--- src/sv/segi_pkg.sv ---
package segi_pkg;

  localparam int unsigned COORD_BITS_DEF = 16;
  localparam int unsigned EFF_BITS_MAX   = 29;
  localparam int unsigned EFF_BITS_MIN   = 2;

endpackage

--- src/sv/segi_div_step.sv ---
module segi_div_step #(
  parameter int unsigned E = segi_pkg::COORD_BITS_DEF
) (
  input  logic [2*E:0] r_in,
  input  logic [E-1:0] q_in,
  input  logic [2*E:0] nn,
  input  logic [2*E:0] dd,
  input  logic         b,
  output logic [2*E:0] r_out,
  output logic [E-1:0] q_out
);
  localparam int unsigned RW = 2*E + 1;
  localparam int unsigned TW = RW + 3;

  logic signed [TW-1:0] t0, c1, c2;

  // r < dd and nn <= dd, so 2r + nn < 3dd: quotient digit is 0, 1 or 2
  always_comb begin
    t0 = signed'(TW'({r_in, 1'b0})) + (b ? signed'(TW'(nn)) : '0);
    c1 = t0 - signed'(TW'(dd));
    c2 = t0 - signed'(TW'({dd, 1'b0}));
    if (!c2[TW-1]) begin
      r_out = c2[RW-1:0];
      q_out = {q_in[E-2:0], 1'b0} + E'(2);
    end else if (!c1[TW-1]) begin
      r_out = c1[RW-1:0];
      q_out = {q_in[E-2:0], 1'b1};
    end else begin
      r_out = t0[RW-1:0];
      q_out = {q_in[E-2:0], 1'b0};
    end
  end
endmodule

--- config.mk ---
export PLATFORM = sky130hd
export DESIGN_NAME = segi_div_step
export DESIGN_NICKNAME = d
export VERILOG_FILES = /design/src/sv/segi_pkg.sv /design/src/sv/segi_div_step.sv
export SDC_FILE = /design/constraint.sdc
export NUM_CORES = 1
export LEC_CHECK = 0
export BUFFER_PORTS_ARGS = -buffer_cell sky130_fd_sc_hd__buf_2
export CAP_MARGIN = 20
export CORE_ASPECT_RATIO = 1.5
export CORE_MARGIN = 2
export CORE_UTILIZATION = 57
export DETAILED_ROUTE_END_ITERATION = 10
export PLACE_DENSITY = 0.86
export SYNTH_ARGS = -nofsm -noshare
export SYNTH_HDL_FRONTEND = slang
export SYNTH_SLANG_ARGS = --single-unit
--- constraint.sdc ---
create_clock -name vclk -period 7.8
set_clock_uncertainty 0.15 [all_clocks]
set_input_delay 1.17 -clock vclk [all_inputs]
set_output_delay 1.17 -clock vclk [all_outputs]
set_load 0.01 [all_outputs]
======== Word level (Yosys, flattened, before mapping) ========
Cells that the tools add are included.
cells by class
  $add $sub $neg .......................... 4
  mux-type cells .......................... 5
operators by type and width
  cell                                           number
  two-way mux 33 bit                             3
  subtractor 35 x 33 -> 36 bit                   1
  subtractor 35 x 34 -> 36 bit                   1
  adder 34 x 33 -> 35 bit                        1
  adder 16 x 2 -> 16 bit, second input constant  1
  two-way mux 16 bit                             1
  two-way mux 1 bit                              1
storage, ports and cells
  bits in registers ....................... 0
  bits of input ports ..................... 116
  output and inout port bits .............. 49
  word-level logic and storage cells ...... 9

======== Depth between registers and ports, before layout ========
Gate-level depths: netlist (run 1).
  depth in word-level cells ............... 5
  depth in mapped cells ................... 25
  depth with buffers taken out ............ 22

======== Worst setup path before layout (run 1) ========
OpenSTA, ideal clock, no wires.
  path type ............................... input to output
  from .................................... input port b
  to ...................................... output port r_out[25]
  data arrival time ....................... 6.049 ns
  data required time ...................... 6.480 ns
  setup slack ............................. 0.431 ns
  stages .................................. 19
  buffers on the path ..................... 3
  cell sequence ........................... clkbuf_1 > and2_1 > ha_1 > and3_1 > a221oi_2 > o2bb2ai_1 > a31o_2 > a211o_1 > a41o_1 > a31oi_1 > mux2_2 > or2_2 > ha_1 > a21o_1 > a221o_1 > a211oi_4 > buf_6 > buf_6 > mux2i_1
on the way
  cells in the longest elaborated chain, start to end .. 5
  elaborated cells between the ends (all ways) .. 6
  classes of those cells .................. add/sub (3); mux (3)
RTL lines
  what                          line                 RTL
  from (decl)                   segi_div_step.sv:8   input logic b,
  two-way mux 33 bit *          segi_div_step.sv:19  t0 = signed'(TW'({r_in, 1'b0})) + (b ? signed'(TW'(nn)) : '0);
  adder 34 x 33 -> 35 bit *     segi_div_step.sv:19
  subtractor 35 x 33 -> 36 bit  segi_div_step.sv:20  c1 = t0 - signed'(TW'(dd));
  two-way mux 33 bit            segi_div_step.sv:25  end else if (!c1[TW-1]) begin
  two-way mux 33 bit *          segi_div_step.sv:22  if (!c2[TW-1]) begin
  to (decl)                     segi_div_step.sv:9   output logic [2*E:0] r_out,
Every way passes the cells marked *; elsewhere a longest branch is shown, timed or not.

======== Final worst setup path (run 1) ========
  from .................................... input port b
  to ...................................... output port q_out[14]
on the way
  cells in the longest elaborated chain, start to end .. 4
RTL lines
  what                          line                 RTL
  two-way mux 33 bit            segi_div_step.sv:19
  adder 34 x 33 -> 35 bit       segi_div_step.sv:19
  subtractor 35 x 34 -> 36 bit  segi_div_step.sv:21  c2 = t0 - signed'(TW'({dd, 1'b0}));
  two-way mux 16 bit            segi_div_step.sv:22
  to (decl)                     segi_div_step.sv:10  output logic [E-1:0] q_out
No other way between the ends.

==> metrics.md, run 1 <==
| Metric | Value |
|---|---|
| Top-count cell post-synth | ha_1 |
| GRT overflow | 0 |
| Number of flip-flops and latches | 0 |
| Total placed instance area | around 7500 um^2 |
| Height of the chip | about 130 um |
| Max stage delay on crit path | 0.39 ns |
| Relative slew margins | 57.5% |
| Largest net degree at the start of global routing | 26 |
| Drt initial violations | 544 |
| FF/Latch Area | 0 um^2 |
| Final setup margin | 0.0530 ns |
| Unrepaired setup endpoints after global routing | yes |
| Fill cell count | between 800 and 900 |
| Share of cells above drive strength 1 | 25.4% |
| Final wirelength | 18,700 um |
| Area leader, netlist | ha_1 |
| Vias | between 7k and 8k |
| Post-Syn Nets | roughly 1.1k |
| Starting density of the core | 58.5% |
| Core Box Area | 10,500 um^2 |
| Post-detail-place hpwl | 15,400 um |
| Largest cells by area after synthesis | ha_1 (20%), xnor2_1 (7.7%), a21oi_1 (7.3%), mux2i_1 (6.2%), xor2_1 (5.7%) |
| Chip width | approximately 89 um |
| Total iterations of the first detailed-routing run | 7 |
| Worst slew pin tran | 0.621 ns |
| Total global routing track utilization | 29.6% |
| Worst path required time | 6.48 ns |
| CP Class | in2out |
| CP max-delay cell | a221o_1 |
| CLK BUF | 0 |
| Period utilization | 99.3% |
| Layout Cells excl Fill | about 1.2k |
| DIE AREA | approximately 12,000 um^2 |
| Cell variety after synth | 64 |
| Pins Over Slew Limit | 0 |
| Max Cap Viol | 0 |
| IO Port Bufs | 164 |
| Pwr dens | ~180 nW/um^2 |
| Largest delay contributor family on the critical path | compound AO/OA/AOI/OAI gates |
| Routed vias/inst | 6.07 |
| Cells after DPL | 1,206 |
| Worst path bufs/invs | 4 |
| Mapped Avg Cell Area | approximately 7.1 um^2 |
| Top cells by count, synth | ha_1 (99), a21oi_1 (90), nor2_1 (62) |
| Leakage | slightly below 0.004 uW |
| CTS Hold Bufs | 0 |
| Crit path cell chain | buf_2 -> and2_1 -> ha_1 -> and3_1 -> a221oi_2 -> o2bb2ai_2 -> a31o_2 -> a211o_1 -> a41o_1 -> a31oi_4 -> mux2_2 -> or2_2 -> ha_1 -> a21o_1 -> a221o_1 -> a211oi_4 -> buf_4 -> clkbuf_16 -> nor4_1 -> xor2_1 -> buf_2 |
| Status | complete, no violations |
| Setup crit end kind | output pin |
| Syn Inst Count | a little under 900 |
| Routed Antenna Nets | 0 |
| Routed len/inst | ~15 um |
| RePlAce Congestion | 0.992 |
| Vias in the first global route | 6,973 |
| Worst Hold Class | in2out |
| First-pass GRT wire length | between 20,000 and 30,000 um |
| Final setup violation count | 0 |
| Place WS | -0.00120 ns |
| Layout Utilization | between 70% and 80% |
| Crit path launch type | primary input |
| Sequential share of the synthesized area | 0% |
| Syn. warnings | 0 |
| Max VDD drop | 0.000125 V |
| Hold slack final | 2.46 ns |
| Cell area after synthesis | 6160 um^2 |
| Final Hold Fails | 0 |
| Diodes inserted | 0 |
| Layout area overhead | 24.7% |
| Row Count | 46 |
| Boundary Pins | about 170 |
| Yosys top cell area share | 20.1% |
| Max Fanout on Critical Path | 10 |
| CP arrival | 6.43 ns |
| Fin crit period | between 7 and 8 ns |
| Post-Layout Inst Area | 7680 um^2 |
| Max Fclk | 0.129 GHz |
| Residual DRC | 0 |
| Initial antenna violation count | 0 |
| Nets | 1,288 |
## layout make-up
type               instances  area (um^2)  area share [%]
inverters                 52          195            2.54
well taps                144          180            2.34
repair buffers           219         1340            17.4
multi-input cells        797         5970            77.7
## metal layers
| layer | track usage, % | wire length (um) | vias up |
|---|---|---|---|
| met2 | 56.0 | 9800 | 266 |
| met4 | 10.9 | 723 | 0 |
| met1 | 33.5 | 7370 | 3414 |
| met3 | 1.19 | 759 | 64 |
| li1 | - | - | 3617 |
| met5 | 0 | 0 | - |
## cell families after synthesis
| group | after synthesis | share of synthesized area [%] |
|---|---|---|
| compound gates | 292 | 31.1 |
| simple gates | 267 | 22.5 |
| buf+inv | 71 | 5.00 |
| fa+ha+maj | 102 | 21.1 |
| xor+xnor | 94 | 13.4 |
| mux | 42 | 6.90 |
## timing repair
action / 4_1_cts / 5_1_grt
pin swaps: 0 / 7
setup endpoints to repair: 8 / 49
gates cloned: 0 / 2
buffers inserted: 1 / 3
gates resized for setup: 3 / 27
## path summary, 6_finish.rpt
kind / startpoint / end / slack, ns / cells after the start
setup / recovery: b / q_out[14] / 0.05 / 21
hold / removal: q_in[14] / q_out[15] / 2.46 / 3
## power breakdown
part | internal [uW] | leakage, uW | switching, uW
registers | 0 | 0 | 0
clock network | 0 | 0 | 0
logic | 642 | 0.00394 | 773
total | 642 | 0.00394 | 773
## through the flow
step	setup TNS (ns)	power [uW]
floorplan	0	953
global placement	-0.111	1310
detailed placement	-0.00120	1340
CTS	0	1350
global route	-0.132	1540
finish	0	1420
## cell usage in the layout (no fill, tap or decap), types with 38 or more instances in the layout
cell type and n:
mux2i_1 38, buf_4 47, nand2_1 48, inv_1 52
buf_2 164, o21ai_0 44, a21oi_1 85, xnor2_1 54
nor2_1 61, xor2_1 40, ha_1 99
No activity file was read; power rests on OpenSTA's default activity.
==> run 2, diff against run 1 <==
==> config.mk (replaced) <==
export PLATFORM = sky130hd
export DESIGN_NAME = segi_div_step
export DESIGN_NICKNAME = d
export VERILOG_FILES = /design/src/sv/segi_pkg.sv /design/src/sv/segi_div_step.sv
export SDC_FILE = /design/constraint.sdc
export NUM_CORES = 1
export LEC_CHECK = 0
export CAP_MARGIN = 20
export CORE_MARGIN = 2
export CORE_UTILIZATION = 60
export DETAILED_ROUTE_END_ITERATION = 10
export DONT_BUFFER_PORTS = 1
export PLACE_DENSITY = 0.76
export SLEW_MARGIN = 20
export SYNTH_ARGS = -nofsm -noshare
export SYNTH_HDL_FRONTEND = slang
export SYNTH_SLANG_ARGS = --single-unit
==> run 2 against run 1 <==
  * Fmax increased by 1.7%
  * Sequential share of layout area unchanged
  * Non-clock buffer count decreased by 160
  * Critical endpoint is now q_out[7]
  * Highest routed layer unchanged
==> metrics.md, run 2 (synthesis results as in run 1) <==
| Metric | Value |
|---|---|
| Status | complete, no violations |
| Layout area overhead | 10.2% |
| Row Count | 36 (-22%) |
| Number of flip-flops and latches | 0 (unchanged) |
| Residual DRC | 0 (unchanged) |
| Fin crit period | 7.62 ns (-0.132 ns) |
| Diodes inserted | 0 (unchanged) |
| Worst Hold Class | in2out |
| FF/Latch Area | 0 um^2 (unchanged) |
| Routed vias/inst | 6.40 (+5.3%) |
| DIE AREA | 11,100 um^2 (-5.0%) |
| Period utilization | 97.6% (-1.7 points) |
| Boundary Pins | 165 (unchanged) |
| Pins Over Slew Limit | 0 (unchanged) |
| Layout Utilization | 68.8% (-4.1 points) |
| CP arrival | 6.30 ns (-0.13 ns) |
| Final wirelength | 17,400 um (-6.7%) |
| Met2 global-route usage | 52.2% (-3.8 points) |
| Starting density of the core | 62.5% (+4.0 points) |
| GRT met3 Usage | 2.72% (+1.5 points) |
| Routed len/inst | 16.7 um (+8.7%) |
| Top Usage Layer GRT | met2 |
| GR met1 Demand/Resource | 36.7% (+3.2 points) |
| Most frequent cells in the layout | ha_1 (98), a21oi_1 (90), nor2_1 (62), buf_4 (55), xnor2_1 (54) |
| Core Box Area | 9860 um^2 (-6.3%) |
| Worst slew pin tran | 0.589 ns (-0.0321 ns) |
| Max VDD drop | 0.0000816 V (-35%) |
| Final Hold Fails | 0 (unchanged) |
| Drt initial violations | 392 (-28%) |
| Post-detail-place hpwl | 14,700 um (-4.6%) |
| Total power draw | 1330 uW (-6.0%) |
| CTS Hold Bufs | 0 (unchanged) |
| Total global routing track utilization | 28.7% (-0.96 points) |
| Max Cap Viol | 0 (unchanged) |
| Share of cells above drive strength 1 | 11.7% (-14 points) |
| Pwr dens | 196 nW/um^2 (+6.4%) |
| Final setup violation count | 0 (unchanged) |
| Vias in the first global route | 6,160 (-12%) |
| Max Fanout on Critical Path | 20 (+10) |
| Height of the chip | 105 um (-20%) |
| Initial antenna violation count | 0 (unchanged) |
| Total iterations of the first detailed-routing run | 5 (-2) |
| GRT overflow | 0 (unchanged) |
| IO Port Bufs | 0 (-100%) |
| Chip width | 105 um (+19%) |
| Largest net degree at the start of global routing | 34 (+31%) |
| CLK BUF | 0 (unchanged) |
| Routed Antenna Nets | 0 (unchanged) |
| Relative slew margins | 60.4% (+2.9 points) |
| Fill cell count | 884 (+2.8%) |
| Worst path required time | 6.48 ns (about the same) |
| Hold slack final | 2.27 ns (-0.188 ns) |
| Most common cell after layout, fill and taps aside | ha_1 |
| Nets | 1,128 (-12%) |
| CP Class | in2out |
| RePlAce Congestion | 0.933 (-6.0%) |
| Max Fclk | 0.131 GHz (+1.7%) |
| Setup crit end kind | output pin |
| Leakage | 0.00329 uW (-17%) |
| Crit path launch type | primary input |
| First-pass GRT wire length | 27,500 um (-6.7%) |
| Vias | 6,658 (-9.6%) |
| Area of the multi-input gates | 5950 um^2 (-0.46%) |
==> run 2: cell types whose count changed in the layout (fill, tap and decap cells not counted), sizes merged <==
cell / delta
buf: -158
clkbuf: -2
==> run 2: critical path, cell delays in order <==
cell and delay [ns]:
and2_1 0.14, ha_1 0.35, and3_1 0.21, a221oi_4 0.32, o2bb2ai_1 0.15, a31o_2 0.30, a221o_1 0.36, a21oi_1 0.21
o21ai_0 0.15, xor2_1 0.24, ha_1 0.32, nand3_1 0.09, a31oi_1 0.08, a2111oi_1 0.34, o21ai_0 0.18, nor3_2 0.26
o21ai_1 0.14, a21o_1 0.23, a211oi_4 0.27, buf_12 0.21, buf_4 0.19, nor3_1 0.08, xor2_1 0.27
==> run 2: metal layers <==
metal | share of wire (%) | up-vias
li1 | - | 3296
met1 | 45 | 3093
met2 | 48 | 242
met3 | 5.5 | 27
met4 | 1.5 | 0
met5 | 0 | -
==> run 2: path summary, 6_finish.rpt <==
path | start | end | slack [ns] | depth (start not counted)
worst max-delay path | nn[5] | q_out[7] | 0.18 | 23
worst min-delay path | q_in[14] | q_out[15] | 2.27 | 1
==> run 2: report_power, final <==
| part | internal (uW) | switching, uW |
|---|---|---|
| Combinational | 589 | 742 |
| Sequential | 0 | 0 |
| Clock | 0 | 0 |
==> run 2: area by class of cell <==
cell class	instances	area share (%)
Multi-Input combinational cell	797	87.5
Inverter	52	2.87
Tap cell	133	2.45
Timing Repair Buffer	59	7.13
==> run 2: what timing repair did <==
action / CTS / global route
hold endpoints to repair: 0 / 0
resized for setup: 3 / 16
endpoints found under the setup margin: 34 / 47
pin swaps: 1 / 4
setup buffers: 1 / 1
==> run 2: metrics by stage <==
| stage | TNS, ns | instances | area, um^2 | worst slack, ns |
|---|---|---|---|---|
| 2_1_floorplan | 0 | 868 | 6160 | 0.431 |
| 3_3_place_gp | 0 | 1039 | 6680 | 0.0701 |
| 3_5_place_dp | -0.189 | 1039 | 6680 | -0.0258 |
| 4_1_cts | 0 | 1040 | 6690 | 0.0843 |
| 5_1_grt | -0.0428 | 1041 | 6790 | -0.0140 |
| 6_report | 0 | 1041 | 6790 | 0.185 |
==> run 3, diff against run 2 <==
--- a/config.mk
+++ b/config.mk
@@ -6,7 +6,6 @@
 export NUM_CORES = 1
 export LEC_CHECK = 0
 export CAP_MARGIN = 20
-export CORE_MARGIN = 2
 export CORE_UTILIZATION = 60
 export DETAILED_ROUTE_END_ITERATION = 10
 export DONT_BUFFER_PORTS = 1
==> run 3 against run 2 <==
  * Die area fell by 3.8%
  * Critical endpoint is now r_out[17]
  * Largest power group unchanged
  * Critical path depth fell by 4
  * Fmax fell by 0.15%
  * Non-clock buffer count fell by 8
  * First-iteration DRC count fell by 17%
  * Critical path type unchanged
==> metrics.md, run 3 (synthesis results as in run 1) <==
| Metric | Value |
|---|---|
| Max Fclk | 0.131 GHz (-0.15%) |
| Max VDD drop | 0.0000802 V (-1.8%) |
| Routed Antenna Nets | 0 (unchanged) |
| Starting density of the core | 62.5% (unchanged) |
| Internal Power | 571 uW (-3.1%) |
| Sequential Power Share | 0% (unchanged) |
| Crit path launch type | primary input |
| FF/Latch Area | 0 um^2 (unchanged) |
| Layout Utilization | 67.8% (-1.0 points) |
| Worst hold path endpoint | q_out[11] |
| Diodes inserted | 0 (unchanged) |
| Hold Startpoint | q_in[10] |
| Vias | 6,480 (-2.7%) |
| Pwr dens | 193 nW/um^2 (-1.4%) |
| Vias in the first global route | 5,777 (-6.2%) |
| Most frequent cells in the layout | ha_1 (99), a21oi_1 (90), nor2_1 (62), xnor2_1 (54), inv_1 (52) |
| Residual DRC | 0 (unchanged) |
| Max Cap Viol | 0 (unchanged) |
| Fin crit period | 7.63 ns (+0.0111 ns) |
| Final setup violation count | 0 (unchanged) |
| Clock share of power | 0% (unchanged) |
| Period utilization | 97.8% (+0.14 points) |
| CP max-delay cell | mux2_2 |
| Max Fanout on Critical Path | 29 (+45%) |
| GRT overflow | 0 (unchanged) |
| Total placed instance area | 6630 um^2 (-0.79%) |
| Number of flip-flops and latches | 0 (unchanged) |
| Switching Share | 55.8% (+0.097 points) |
| Relative slew margins | 62.8% (+2.4 points) |
| Initial antenna violation count | 0 (unchanged) |
| Pins Over Slew Limit | 0 (unchanged) |
| Layout area overhead | 8.63% |
| Row Count | 36 (unchanged) |
| Combinational power share | 100.0% (about the same) |
| Total global routing track utilization | 29.8% (+1.1 points) |
| Nets | 1,120 (-0.71%) |
| CP arrival | 6.31 ns (about the same) |
| CTS Hold Bufs | 0 (unchanged) |
| Share of cells above drive strength 1 | 10.2% (-1.5 points) |
| Worst path bufs/invs | 3 (+1) |
| Setup crit end kind | output pin |
| Hold Path Stages | 1 (unchanged) |
| IO Port Bufs | 0 (unchanged) |
| Largest net degree at the start of global routing | 34 (unchanged) |
| Most common cell after layout, fill and taps aside | ha_1 |
| Routed len/inst | 16.2 um (-3.2%) |
| Total iterations of the first detailed-routing run | 5 (unchanged) |
| Switching Power | 722 uW (-2.7%) |
| Final Hold Fails | 0 (unchanged) |
| Crit path cell chain | and2_1 -> ha_1 -> and3_1 -> a221oi_4 -> o2bb2ai_1 -> a31o_2 -> a211o_1 -> a41o_1 -> a31oi_2 -> mux2_2 -> or2_2 -> ha_1 -> a21o_1 -> a221o_1 -> a211oi_4 -> buf_4 -> buf_12 -> mux2i_1 -> buf_4 |
| Status | complete, no violations |
| Worst path required time | 6.48 ns (about the same) |
| Final wirelength | 16,700 um (-3.9%) |
| RePlAce Congestion | 0.876 (-6.2%) |
| Worst slew pin tran | 0.543 ns (-0.0454 ns) |
| Worst Hold Class | in2out |
| First-pass GRT wire length | 25,900 um (-5.8%) |
| Max stage delay on crit path | 0.38 ns (+0.02 ns) |
| Post-Layout Inst Area | 6690 um^2 (-1.5%) |
| Post-detail-place hpwl | 14,200 um (-3.6%) |
| Leakage | 0.00325 uW (-1.3%) |
| CP Class | in2out |
| Routed vias/inst | 6.27 (-1.9%) |
| Chip width | 103 um (-1.9%) |
| Drt initial violations | 324 (-17%) |
| Height of the chip | 103 um (-1.9%) |
| DIE AREA | 10,700 um^2 (-3.8%) |
| Largest delay contributor family on the critical path | compound AO/OA/AOI/OAI gates |
| Core Box Area | 9860 um^2 (unchanged) |
| Boundary Pins | 165 (unchanged) |
| CLK BUF | 0 (unchanged) |
-- run 3: final cells by class --
class	instances	area, um^2
Multi-Input combinational cell	797	5910
Fill cell	854	3170
Timing Repair Buffer	51	420
Inverter	52	195
Tap cell	133	166
-- run 3: worst max-delay path by stage --
stage | slack (ns) | depth (start not counted) | to | start
floorplan | 0.43 | 19 | r_out[25] | b
global placement | 0.23 | 23 | r_out[2] | nn[4]
detailed placement | 0.15 | 22 | r_out[2] | nn[1]
CTS | 0.11 | 22 | r_out[2] | nn[1]
global route | -0.001 | 22 | r_out[2] | nn[1]
finish | 0.17 | 19 | r_out[17] | nn[5]
-- run 3: what timing repair did --
| item | CTS | global route |
|---|---|---|
| gates resized for setup | 0 | 12 |
| buffers inserted | 0 | 1 |
| setup endpoints to repair | 0 | 38 |
-- run 3: routing by layer --
metal	vias up	wire [um]	GRT usage [%]
met3	28	1090	3.63
met5	-	0	0
met4	0	260	4.66
met1	2929	7520	38.3
met2	245	7860	53.8
li1	3278	-	-
-- run 3: stage by stage --
stage / setup WS (ns) / power (uW) / setup TNS [ns] / hold slack (ns) / std cells
floorplan: 0.431 / 953 / 0 / 2.27 / 868
global placement: 0.228 / 1230 / 0 / 2.27 / 1032
detailed placement: 0.148 / 1260 / 0 / 2.27 / 1032
CTS: 0.113 / 1270 / 0 / 2.27 / 1032
global route: -0.00107 / 1420 / -0.00107 / 2.28 / 1033
finish: 0.174 / 1290 / 0 / 2.27 / 1033
-- run 3: power by group through the flow --
stage	Clock [uW]	Sequential (uW)	Combinational (uW)
2_1_floorplan	0	0	953
3_3_place_gp	0	0	1230
3_5_place_dp	0	0	1260
4_1_cts	0	0	1270
5_1_grt	0	0	1420
6_report	0	0	1290
